--- config.mk ---
export PLATFORM = sky130hd
export DESIGN_NAME = sssp_ctrl
export DESIGN_NICKNAME = d
export VERILOG_FILES = /design/src/design/sssp_pkg.sv /design/src/design/sssp_ctrl.sv
export SDC_FILE = /design/constraint.sdc
export NUM_CORES = 1
export LEC_CHECK = 0
export CORE_MARGIN = 2
export CORE_UTILIZATION = 60
export DETAILED_ROUTE_END_ITERATION = 12
export DONT_BUFFER_PORTS = 1
export PLACE_DENSITY_LB_ADDON = 0.1
export SYNTH_ARGS = -nofsm -noshare
export SYNTH_HDL_FRONTEND = slang
export SYNTH_SLANG_ARGS = --single-unit
--- constraint.sdc ---
create_clock -name clk -period 8.34 [get_ports clk]
set_input_delay 0.834 -clock clk [delete_from_list [all_inputs] [get_ports clk]]
set_output_delay 0.834 -clock clk [all_outputs]
set_load 0.1 [all_outputs]
--- src/design/sssp_pkg.sv ---
// shared types, constants and helpers for the shortest path block
`default_nettype none

package sssp_pkg;

    localparam int MAX_NODES  = 16;
    localparam int NODE_LIMIT = (MAX_NODES < 16) ? MAX_NODES : 16;
    localparam int MAT_DEPTH  = MAX_NODES * MAX_NODES;
    localparam int MAT_AW     = $clog2(MAT_DEPTH);

    localparam int NODE_W     = 4;
    localparam int DIST_W     = 24;
    localparam int WEIGHT_W   = 16;
    localparam int CNT_W      = 5;
    localparam int DIST_DEPTH = 16;

    typedef logic [NODE_W-1:0]   node_t;
    typedef logic [DIST_W-1:0]   dist_t;
    typedef logic [WEIGHT_W-1:0] weight_t;
    typedef logic [CNT_W-1:0]    cnt_t;
    typedef logic [MAT_AW-1:0]   mat_addr_t;

    localparam cnt_t NODE_COUNT_RESET = CNT_W'(16);

    localparam logic KIND_EDGE = 1'b0;
    localparam logic KIND_RUN  = 1'b1;

    typedef struct packed {
        logic    kind;
        node_t   edge_from;
        node_t   edge_to;
        weight_t edge_weight;
        node_t   source_node;
    } item_t;

    typedef struct packed {
        node_t node;
        dist_t distance;
        logic  reachable;
        logic  last;
    } result_t;

    typedef enum logic [2:0] {
        ST_CLEAR,
        ST_IDLE,
        ST_SEED,
        ST_SCAN,
        ST_PICK,
        ST_RELAX,
        ST_EMIT
    } state_t;

    typedef struct packed {
        logic      clr_we;
        mat_addr_t clr_addr;
        logic      edge_we;
        logic      rd_en;
        logic      row_pick;
        node_t     src;
        node_t     col;
        node_t     idx;
        logic      seed_en;
        logic      seed_self;
        logic      scan_en;
        logic      scan_first;
        logic      pick_take;
        logic      relax_en;
        logic      emit_load;
        logic      emit_last;
    } cmd_t;

    typedef struct packed {
        logic have;
        logic slot_free;
    } status_t;

    function automatic mat_addr_t mat_addr(node_t row, node_t col);
        return MAT_AW'(row) * MAT_AW'(MAX_NODES) + MAT_AW'(col);
    endfunction

endpackage

`default_nettype wire

--- src/design/sssp_ctrl.sv ---
// controller: sequencing of clear, seed, scan, pick, relax and emit phases
`default_nettype none

module sssp_ctrl
    import sssp_pkg::*;
(
    input  wire logic    clk,
    input  wire logic    rst_n,
    input  wire logic    item_valid,
    output logic         item_ready,
    input  wire item_t   item,
    input  wire logic    cfg_we,
    input  wire cnt_t    cfg_wdata,
    input  wire status_t status,
    output cmd_t         cmd
);

    state_t    state_reg, state_next;
    cnt_t      cnt_reg, cnt_next;
    mat_addr_t clr_reg, clr_next;
    logic      vld_d_reg, vld_d_next;
    node_t     col_d_reg, col_d_next;
    node_t     src_reg, src_next;
    cnt_t      node_count_reg, node_count_next;

    cnt_t n_eff;
    cnt_t n_last;
    logic accept;
    logic run_start;
    logic issue;
    logic data_last;
    logic emit_skip;
    logic advance;

    always_comb
    begin
        if (node_count_reg == '0)
        begin
            n_eff = CNT_W'(1);
        end
        else if (node_count_reg > CNT_W'(NODE_LIMIT))
        begin
            n_eff = CNT_W'(NODE_LIMIT);
        end
        else
        begin
            n_eff = node_count_reg;
        end
    end

    assign n_last     = n_eff - CNT_W'(1);
    assign item_ready = (state_reg == ST_IDLE);
    assign accept     = item_valid && item_ready;
    assign run_start  = accept && (item.kind == KIND_RUN)
                        && (CNT_W'(item.source_node) < n_eff);
    assign issue      = (cnt_reg < n_eff);
    assign data_last  = vld_d_reg && (CNT_W'(col_d_reg) == n_last);
    assign emit_skip  = (cnt_reg[NODE_W-1:0] == src_reg);

    // next state
    always_comb
    begin
        state_next = state_reg;
        unique case (state_reg) inside
            ST_CLEAR:
            begin
                if (clr_reg == MAT_AW'(MAT_DEPTH - 1))
                begin
                    state_next = ST_IDLE;
                end
            end
            ST_IDLE:
            begin
                if (run_start)
                begin
                    state_next = ST_SEED;
                end
            end
            ST_SEED, ST_RELAX:
            begin
                if (data_last)
                begin
                    state_next = ST_SCAN;
                end
            end
            ST_SCAN:
            begin
                if (cnt_reg == n_last)
                begin
                    state_next = ST_PICK;
                end
            end
            ST_PICK:
            begin
                state_next = status.have ? ST_RELAX : ST_EMIT;
            end
            ST_EMIT:
            begin
                if ((cnt_reg == n_last) && (emit_skip || status.slot_free))
                begin
                    state_next = ST_IDLE;
                end
            end
            default:
            begin
                state_next = ST_CLEAR;
            end
        endcase
    end

    // datapath commands
    always_comb
    begin
        cmd          = '0;
        cmd.src      = src_reg;
        cmd.col      = cnt_reg[NODE_W-1:0];
        cmd.idx      = cnt_reg[NODE_W-1:0];
        cmd.clr_addr = clr_reg;
        unique case (state_reg)
            ST_CLEAR:
            begin
                cmd.clr_we = 1'b1;
            end
            ST_IDLE:
            begin
                cmd.edge_we = accept && (item.kind == KIND_EDGE);
            end
            ST_SEED:
            begin
                cmd.rd_en     = issue;
                cmd.seed_en   = vld_d_reg;
                cmd.seed_self = (col_d_reg == src_reg);
                cmd.idx       = col_d_reg;
            end
            ST_SCAN:
            begin
                cmd.scan_en    = 1'b1;
                cmd.scan_first = (cnt_reg == '0);
            end
            ST_PICK:
            begin
                cmd.pick_take = status.have;
            end
            ST_RELAX:
            begin
                cmd.rd_en    = issue;
                cmd.row_pick = 1'b1;
                // the source distance is never updated
                cmd.relax_en = vld_d_reg && (col_d_reg != src_reg);
                cmd.idx      = col_d_reg;
            end
            ST_EMIT:
            begin
                cmd.emit_load = !emit_skip && status.slot_free;
                cmd.emit_last = (cnt_reg == n_last)
                                || ((CNT_W'(src_reg) == n_last)
                                    && (cnt_reg == n_eff - CNT_W'(2)));
            end
            default:
            begin
                cmd.clr_we = 1'b0;
            end
        endcase
    end

    // counters and captured values
    always_comb
    begin
        unique case (state_reg) inside
            ST_SEED, ST_RELAX: advance = issue;
            ST_SCAN:           advance = 1'b1;
            ST_EMIT:           advance = emit_skip || status.slot_free;
            default:           advance = 1'b0;
        endcase

        if (state_next != state_reg)
        begin
            cnt_next = '0;
        end
        else if (advance)
        begin
            cnt_next = cnt_reg + CNT_W'(1);
        end
        else
        begin
            cnt_next = cnt_reg;
        end

        clr_next        = (state_reg == ST_CLEAR) ? clr_reg + MAT_AW'(1) : clr_reg;
        vld_d_next      = cmd.rd_en;
        col_d_next      = cnt_reg[NODE_W-1:0];
        src_next        = accept ? item.source_node : src_reg;
        node_count_next = cfg_we ? cfg_wdata : node_count_reg;
    end

    always_ff @(posedge clk or negedge rst_n)
    begin
        if (!rst_n)
        begin
            state_reg      <= ST_CLEAR;
            cnt_reg        <= '0;
            clr_reg        <= '0;
            vld_d_reg      <= 1'b0;
            node_count_reg <= NODE_COUNT_RESET;
        end
        else
        begin
            state_reg      <= state_next;
            cnt_reg        <= cnt_next;
            clr_reg        <= clr_next;
            vld_d_reg      <= vld_d_next;
            node_count_reg <= node_count_next;
        end
    end

    always_ff @(posedge clk)
    begin
        col_d_reg <= col_d_next;
        src_reg   <= src_next;
    end

endmodule

`default_nettype wire

Word level (Yosys, flattened, before mapping)
Cells that the tools add are included.
{"block": "totals", "reg_bits": 30, "in_bits": 40, "output_inout_bits": 33, "elab_cells": 69}
{"block": "classes", "addsub": 4, "order_cmp": 3, "n_eq_ne": 15, "muxes": 22, "bitwise_logic": 1, "reduce_logical": 17}
{"cell": "5-bit two-way mux", "n": 4}
{"cell": "3-bit one-hot mux with 6 select lines", "n": 1}
{"cell": "3-bit two-way mux", "n": 5}
{"cell": "4-bit by 5-bit equality test with 1-bit output", "n": 2}
{"cell": "5-bit equality test", "n": 2}
{"cell": "5-bit zero test", "n": 2}
{"cell": "3-bit equality test (second input constant)", "n": 3}
{"cell": "1-bit logical AND", "n": 9}
{"cell": "8-bit by 1-bit adder with 8-bit output (second input constant)", "n": 1}
{"cell": "4-bit equality test", "n": 2}
{"cell": "8-bit equality test (second input constant)", "n": 1}
{"cell": "2-bit two-way mux", "n": 4}
{"cell": "3-bit by 2-bit equality test with 1-bit output (second input constant)", "n": 2}
{"cell": "1-bit two-way mux", "n": 6}
{"cell": "5-bit by 1-bit adder with 5-bit output (second input constant)", "n": 1}
{"cell": "5-bit greater-than comparator (second input constant)", "n": 1}
{"cell": "4-bit by 5-bit < comparator with 1-bit output", "n": 1}
{"cell": "5-bit < comparator", "n": 1}
{"cell": "5-bit by 1-bit subtractor with 5-bit output (second input constant)", "n": 1}
{"cell": "5-bit by 2-bit subtractor with 5-bit output (second input constant)", "n": 1}
{"cell": "4-bit two-way mux", "n": 1}
{"cell": "4-bit != test", "n": 1}
{"cell": "3-bit by 1-bit equality test with 1-bit output (second input constant)", "n": 1}
{"cell": "3-bit zero test", "n": 1}
{"cell": "7 further kinds", "n": 8}

Logic depth before layout (Yosys ltp)
{"block": "logic_depth", "depth_word": 10, "mapped_depth": 11}

Worst setup path before layout
Ideal clock, no wire load.
{"block": "synth_path", "path_type": "register to output", "start": "reg state_reg[0]", "end": "out cmd[22] (netlist bit)", "arrival_time_ps": 4584, "path_slack_ps": 2922, "path_stages_with_launch": 6, "path_buffers": 1, "cell_sequence": "dfrtp_1 > buf_2 > inv_1 > nor3_1 > and2_1 > nor2b_1"}
{"element": "start: declaration", "line_no": "sssp_ctrl.sv:18", "source": "state_t state_reg, state_next;"}
{"element": "start signal: assignment", "line_no": "sssp_ctrl.sv:208", "source": "state_reg <= state_next;"}
{"element": "end: declaration", "line_no": "sssp_ctrl.sv:15", "source": "output cmd_t cmd"}

==> metrics.txt <==
top-level I/O count=73; top post-synthesis cells by count=xnor2_1, dfrtp_1, ha_1, inv_1, nor2_1; total global routing track utilization=27.7%; total via count after detailed routing=between 1,500 and 2,000; met1 usage=36.4%; most frequent cell after synthesis=xnor2_1; clock transition at the registers of the reported paths=about 0.070 ns; predominant post-synthesis flop cell=dfrtp_1; area growth from synthesis to final layout=12.0%; clock sink count=30; outcome=complete, no violations; setup fix buffers added after clock tree synthesis=0; post-synthesis instance area=between 2000 and 2500 um2; GR Layer Usage met2=45.5%; number of detailed-route iterations in the first pass=5; Crit. End Element=primary output; P_leak=1.01 nW; WHS=0.235 ns; Horiz. Die Dim=between 60 and 70 um; Floorplan Core Area=3630 um2; number of synthesis warnings=0; remaining global-route overflow=0; Worst IR Drop VDD=0.239 mV; drt total wl=5560 um; number of standard cells after synthesis=between 200 and 250; Root Buffer=clkbuf_8; GRT met3 Usage=7.02%; final worst path period share=roughly 57%; flip-flop count of the largest register after layout=8; required time at the endpoint of the critical path=7.51 ns; sum of internal, switching and leakage power=0.995 mW; path type of the worst setup path=reg2out; number of buffers added on ports=0; Syn Nets=290; Post-Place Setup Slack=between 3 and 4 ns; async set or reset register ratio after synthesis=between 70% and 80%; clock tree from TritonCTS=yes; type of the tightest min-delay check=in2async; pwr/cell area=394 nW/um2; number of antenna cells inserted=0; cell taking the most area after synthesis=dfrtp_1; count of max-cap constraint violations=0; cell row count=22; placer congestion estimate=0.855; Die Y=between 60 and 70 um; sequential cell area fraction in the yosys report=33.4%; Fin. Hold Viols=0; DRC violations left=0; Fmax achieved=211 MHz; arrival time worst endpoint=3.91 ns; maximum clock insertion buffer count=2; number of max-slew violations in the final report=0; quantity of hold-fixing buffers added after cts=0; dominant cells by area after synthesis=dfrtp_1, xnor2_1, ha_1, edfxtp_1, mux2_2; RSZ-0062 raised after global routing=false; average detailed-routed wire length per instance=roughly 19 um; detail-routed via count per cell=6.52; number of different library cells in the post-synthesis netlist=57; Max H-tree Level=2; initial core utilization=62.1%; fraction of synthesized cell area taken by the top area cell type=23.3%; average instance area after synthesis=9.55 um2; transition time at the pin with the least slew margin=1.22 ns; Setup TNS Final=0 ns; final HPWL from detailed placement=4430 um; count of flip-flops with a built-in enable after synthesis=4; Tmin final=~4.7 ns; critical path launch point type=register; endpoints failing setup=0; worst clock skew=0.00304 ns; Slew headroom=18.9%; # nets final=295; final setup slack of the worst path=3.60 ns; later-pin clock latency in the skew report=0.29 ns; total clock buffers created by CTS=5; Gates resized, CTS repair=0; count of nets left with antenna violations after detail routing=0; pin count of the biggest net entering global routing=23; fraction of final layout cells sized beyond drive strength 1=17.8%; worst-path maximum fanout=10; vias in the first global route=1,772; FF+latch count, synth=30; r2r setup slk=5.02 ns; number of DRC markers in iteration 0=324; busiest layer in global routing=met2; first-pass GRT wire length=slightly below 9000 um; die area=4260 um2; antenna violations before repair=0
[layout by cell type, fill, tap and decap left out, types with 5 or more instances in the layout]
cell and instances:
a211oi_1 5, a21oi_1 6, and3_1 5, buf_4 5, clkbuf_8 5, dfrtp_1 21
ha_1 14, inv_1 14, mux2_2 10, nand2_1 13, nand3_1 8, nand4_1 8
nor2_1 12, o21ai_0 9, xnor2_1 24
[final timing paths]
kind / start / to / cells after the start
min reg2reg: node_count_reg[1] / node_count_reg[1] / 1
max reg2reg: node_count_reg[4] / vld_d_reg / 9
max in group asynchronous: rst_n / node_count_reg[4] / 0
min: rst_n / state_reg[1] / 0
max: node_count_reg[4] / cmd[0] / 8
min in group clk: node_count_reg[1] / node_count_reg[1] / 1
[power by group]
| part | leakage, nW | internal, mW | switching, mW | total [mW] |
|---|---|---|---|---|
| sequential | 0.347 | 0.180 | 0.151 | 0.331 |
| clock | 0.0658 | 0.118 | 0.0581 | 0.176 |
| combinational | 0.599 | 0.139 | 0.349 | 0.487 |
[cell families (layout without fill, tap and decap cells)]
kind of cell | Yosys count | after routing | synth area share [%]
DFF | 30 | 30 | 33.4
and+or+nand+nor | 82 | 82 | 22.0
adders and majority gates | 14 | 14 | 7.77
buffers and inverters | 24 | 30 | 5.33
muxes | 10 | 10 | 4.99
xor gates and xnor gates | 29 | 29 | 11.9
AOI/OAI and AO/OA | 47 | 47 | 14.7
[per-stage QoR]
stage / cells / area [um2] / util (%)
after CTS: 290 / 2520 / 69.5
after floorplan: 236 / 2250 / -
after global placement: 282 / 2390 / 65.8
after detailed placement: 282 / 2390 / 65.8
final: 290 / 2520 / 69.5
after global routing: 290 / 2520 / 69.5
[area by class of cell]
cell class | instances | area [um2]
Multi-Input combinational cell | 182 | 1420
Inverter | 14 | 52.6
Sequential cell | 30 | 752
Tap cell | 48 | 60.1
Timing Repair Buffer | 8 | 113
Fill cell | 291 | 1110
Clock buffer | 5 | 68.8
Clock inverter | 3 | 63.8
[critical path, stage by stage (launching register included)]
cell and delay (ns):
dfstp_2 0.43, nor4_2 0.54, nor2_1 0.19, ha_1 0.40, xnor2_1 0.16, nor4b_1 0.32, nand4_1 0.15, or4_1 0.51
a21oi_2 0.92
[routing by layer]
metal  part of all wire (%)  vias up
li1                       -      872
met1                     41      919
met2                     49       94
met3                    9.5        6
met4                    1.1        0
met5                      0        -
Power figures use the tool's default switching activity.
